<file path="src/sv/mqbf_pkg.sv">
// ----------------------------------------------------------------------------
// mqbf_pkg
// Types, codes and constants shared by the multi-queue byte FIFO modules.
// ----------------------------------------------------------------------------
package mqbf_pkg;

  // Default configuration: four queues of 1024 bytes each.
  localparam int QUEUES_DEF = 4;
  localparam int DEPTH_DEF  = 1024;

  // Fixed field widths of the transaction ports.
  localparam int QUEUE_W   = 2;
  localparam int BYTE_W    = 8;
  localparam int FCOUNT_W  = 11;
  localparam int QUOT_W    = 7;

  // Fill percentage scale.
  localparam int PERCENT_SCALE = 100;

  // Operation codes on the kind field.
  localparam logic KIND_PUSH = 1'b0;
  localparam logic KIND_POP  = 1'b1;

  // Result status codes.
  localparam logic STATUS_OK      = 1'b0;
  localparam logic STATUS_REFUSED = 1'b1;

  typedef enum logic [1:0] {
    ST_IDLE,
    ST_EXEC,
    ST_DIV,
    ST_LOAD
  } state_t;

  typedef struct packed {
    logic load_in;
    logic exec;
    logic div_step;
    logic load_out;
  } ctrl_cmd_t;

  typedef struct packed {
    logic out_busy;
  } dp_status_t;

endpackage

</file>
<file path="src/sv/mqbf_ctrl.sv">
// ----------------------------------------------------------------------------
// mqbf_ctrl
// Controller: sequences accept, queue update, percentage step and result load.
// ----------------------------------------------------------------------------
module mqbf_ctrl
  import mqbf_pkg::*;
(
  input  logic       clk,
  input  logic       rst_n,
  input  logic       in_valid,
  output logic       in_stall,
  input  dp_status_t sts,
  output ctrl_cmd_t  cmd
);

  state_t state_r;
  state_t state_nxt;

  always_ff @(posedge clk) begin
    if (!rst_n) begin
      state_r <= ST_IDLE;
    end else begin
      state_r <= state_nxt;
    end
  end

  always_comb begin
    state_nxt = state_r;
    case (state_r)
      ST_IDLE: begin
        if (in_valid) begin
          state_nxt = ST_EXEC;
        end
      end
      ST_EXEC: begin
        state_nxt = ST_DIV;
      end
      ST_DIV: begin
        state_nxt = ST_LOAD;
      end
      ST_LOAD: begin
        if (!sts.out_busy) begin
          state_nxt = ST_IDLE;
        end
      end
      default: begin
        state_nxt = ST_IDLE;
      end
    endcase
  end

  always_comb begin
    cmd      = '0;
    in_stall = 1'b1;
    case (state_r)
      ST_IDLE: begin
        in_stall    = 1'b0;
        cmd.load_in = in_valid;
      end
      ST_EXEC: begin
        cmd.exec = 1'b1;
      end
      ST_DIV: begin
        cmd.div_step = 1'b1;
      end
      ST_LOAD: begin
        cmd.load_out = !sts.out_busy;
      end
      default: begin
        cmd = '0;
      end
    endcase
  end

endmodule

</file>
<file path="config.mk">
export PLATFORM = sky130hd
export DESIGN_NAME = mqbf_ctrl
export DESIGN_NICKNAME = d
export VERILOG_FILES = /design/src/sv/mqbf_pkg.sv /design/src/sv/mqbf_ctrl.sv
export SDC_FILE = /design/constraint.sdc
export NUM_CORES = 1
export LEC_CHECK = 0
export BUFFER_PORTS_ARGS = -buffer_cell sky130_fd_sc_hd__buf_2
export CAP_MARGIN = 20
export CORE_AREA = 2 2 39 41
export CTS_BUF_LIST = sky130_fd_sc_hd__clkbuf_8
export CTS_CLUSTER_DIAMETER = 40
export DETAILED_ROUTE_END_ITERATION = 12
export DIE_AREA = 0 0 41 43
export SYNTH_ARGS = -nofsm -noshare
export SYNTH_HDL_FRONTEND = slang
export SYNTH_SLANG_ARGS = --single-unit
</file>
<file path="constraint.sdc">
create_clock -name clk -period 1.4 [get_ports clk]
set_input_delay 0.28 -clock clk [delete_from_list [all_inputs] [get_ports clk]]
set_output_delay 0.28 -clock clk [all_outputs]
set_load 0.05 [all_outputs]
</file>
==> flow_summary.ini <==
[yosys]
synthesis.nets = 28
postSynthCellCount = 19
synth.ff_latch_count = 2
yosys_warnings = 0
synthesis.area_um2 = 179
synth_cell_types = 10
synth_seq_area_share_pct = 22.4
syn-mean-instance-area_um2 = 9.42

[cells_and_area]
largestRegisters = state_r x2
drive_gt1_share_pct = 68.8
finalNonFillerCells = 48
largest_register_ffs = 2
largest_register = state_r
area_growth_syn_to_layout_pct = 80.4
finalInstanceArea_um2 = 323
antennaDiodeCount = 0
layout.nets = 43

[timing]
finalClockSkew_ps = 3.89
layout_min_cycle_time_ps = 1350
fmax_mhz = 739
worst_slew_pin_tran_ps = 249
timing.final.ws_setup_ps = 47.7
number_of_hold_violations_in_the_final_report = 0
final-setup-viol-count = 0
final-max-slew-violation-count = 0
final.period_utilization_pct = 96.6
rsz_0062_raised_after_global_routing = false
setup_total_negative_slack_ps = 0
relSlewSlack_pct = 83.5

[grt]
grt_overflow = 0
grtUsageTotal_pct = 5.81
grt_start_max_net_pins = 5
first_pass_grt_wire_length_um = 614
grt_pass1_vias = 192
grt_antenna_before_repair = 0

[clock_tree]
cts_root_buf = sky130_fd_sc_hd__clkbuf_8
hold_buffers = 0
insertion_delay_ps = 210
clk_pin_slew_ps = 30
clock_tree_from_tritoncts = yes
cts_num_sinks = 2
htreeDepth = 1
clock_tree.buffer_depth = 2
cts_buffers = 3

[die]
die_x_um = 41
pin_count = 9
core_region_area_mm2 = 0.00138
floorplan.die_area_mm2 = 0.00176
height_of_the_die_um = 43
core.rowCount = 14
initial_utilization_pct = 12.9

[route]
ant_nets = 0
drt_pre_antenna_iters = 4
wirelength_um = 384
dr.first_iter.drc_count = 2
route.vias.total = 168
route.detailed.wl_per_inst_um = 8.00
vias_per_cell = 3.50
drc = 0

[placement]
io_buffer_count = 8
post_dp_cell_area_um2 = 249
place_hpwl_um = 287
preCtsSetupSlack_ps = 82.7
gp_congestion = 0.623
placed_cell_count = 44

[critical_path]
worst_setup_path_start_kind = flop
required_time_of_the_worst_setup_path_ps = 1120
critPathSlowestCell = sky130_fd_sc_hd__dfxtp_2
worst_ep_arrival_time_ps = 1070
critical_path.max_stage_delay_ps = 350
count_of_buffer_and_inverter_cells_on_the_critical_path = 2
critical_path_class = reg -> out
worstPathMaxFanout = 3
timing.critical_path.to_type = output pin
timing.critical_path.max_delay_family = buffers and inverters
path_cells = buf_4, ha_1, buf_2

[worst_hold_path]
holdCritPathClass = in -> reg

[job]
max_cap_viol_count = 0

[run_status]
status = finished, final reports clean
-- metal layers --
layer | up-vias | track usage [%] | wire length, um
li1 | 86 | - | -
met1 | 76 | 2.87 | 139
met2 | 6 | 9.69 | 216
met3 | 0 | 3.14 | 27
met4 | 0 | 8.00 | 0
met5 | - | 0 | 0
-- worst paths after layout --
path / from / slack, ps / end / cells past startpoint
setup / recovery: state_r[1]$_SDFFE_PN0P_ / 50 / cmd[1] / 3
hold / removal: rst_n / 350 / state_r[1]$_SDFFE_PN0P_ / 3
setup reg to reg: state_r[0]$_SDFFE_PN0P_ / 310 / state_r[1]$_SDFFE_PN0P_ / 5
hold reg to reg: state_r[1]$_SDFFE_PN0P_ / 610 / state_r[1]$_SDFFE_PN0P_ / 3
-- what timing repair did --
item | 4_1_cts | 5_1_grt
buffers inserted | 1 | 0
endpoints found under the setup margin | 3 | 3
resized for setup | 8 | 4
-- final cells by class --
cell class / instances / area [um2]
clock buffers: 3 / 41.3
fillers: 144 / 1060
flip-flops and latches: 2 / 42.5
well taps: 16 / 20.0
multi-input cells: 14 / 134
inverters: 3 / 11.3
repair buffers: 10 / 73.8
-- per-stage QoR --
stage | hold slack [ps] | utilization (%)
finish | 354 | 23.3
global route | 369 | 23.3
CTS | 349 | 22.8
detailed placement | 509 | 18.0
global placement | 502 | 18.0
floorplan | 426 | -
-- cells by family (layout without fill, tap and decap cells) --
group | count (synthesis) | after routing | share of synthesized area, %
AND/OR/NAND/NOR | 5 | 5 | 14.0
multiplexers | 2 | 2 | 11.2
flip-flops | 2 | 2 | 22.4
buffers and inverters | 3 | 16 | 6.29
adder cells (fa/ha/maj) | 5 | 5 | 35.0
AO/OA/AOI/OAI | 2 | 2 | 11.2
-- cells in the final DEF, fill, tap and decap left out, drive strengths merged --
| cell type | netlist | routed |
|---|---|---|
| buf | 0 | 9 |
| ha | 5 | 5 |
| clkbuf | 0 | 4 |
| inv | 3 | 3 |
| nand2 | 3 | 3 |
| mux2i | 2 | 2 |
| dfxtp | 2 | 2 |
| nor2b | 1 | 1 |
| and2 | 1 | 1 |
| a2bb2oi | 1 | 1 |
| o21ai | 1 | 1 |
-- cells in the mapped netlist --
| cell | number | area, um2 |
|---|---|---|
| sky130_fd_sc_hd__mux2i_1 | 2 | 20.0 |
| sky130_fd_sc_hd__o21ai_0 | 1 | 5.00 |
| sky130_fd_sc_hd__inv_1 | 2 | 7.51 |
| sky130_fd_sc_hd__dfxtp_1 | 2 | 40.0 |
| sky130_fd_sc_hd__a2bb2oi_2 | 1 | 15.0 |
| sky130_fd_sc_hd__inv_2 | 1 | 3.75 |
| sky130_fd_sc_hd__and2_2 | 1 | 7.51 |
| sky130_fd_sc_hd__ha_1 | 5 | 62.6 |
| sky130_fd_sc_hd__nand2_1 | 3 | 11.3 |
| sky130_fd_sc_hd__nor2b_1 | 1 | 6.26 |
-- worst register-to-register path, delay by kind of cell, from the launching register on --
family	cells	cell delay [ps]
buffers and inverters	2	110
AO/OA/AOI/OAI	1	190
adder cells (fa/ha/maj)	1	190
flip-flops	1	340
multiplexers	1	190
Power is left out: the tool's default activity adds up to more than one toggle a clock period on the data nets, which glitch-free logic cannot reach.
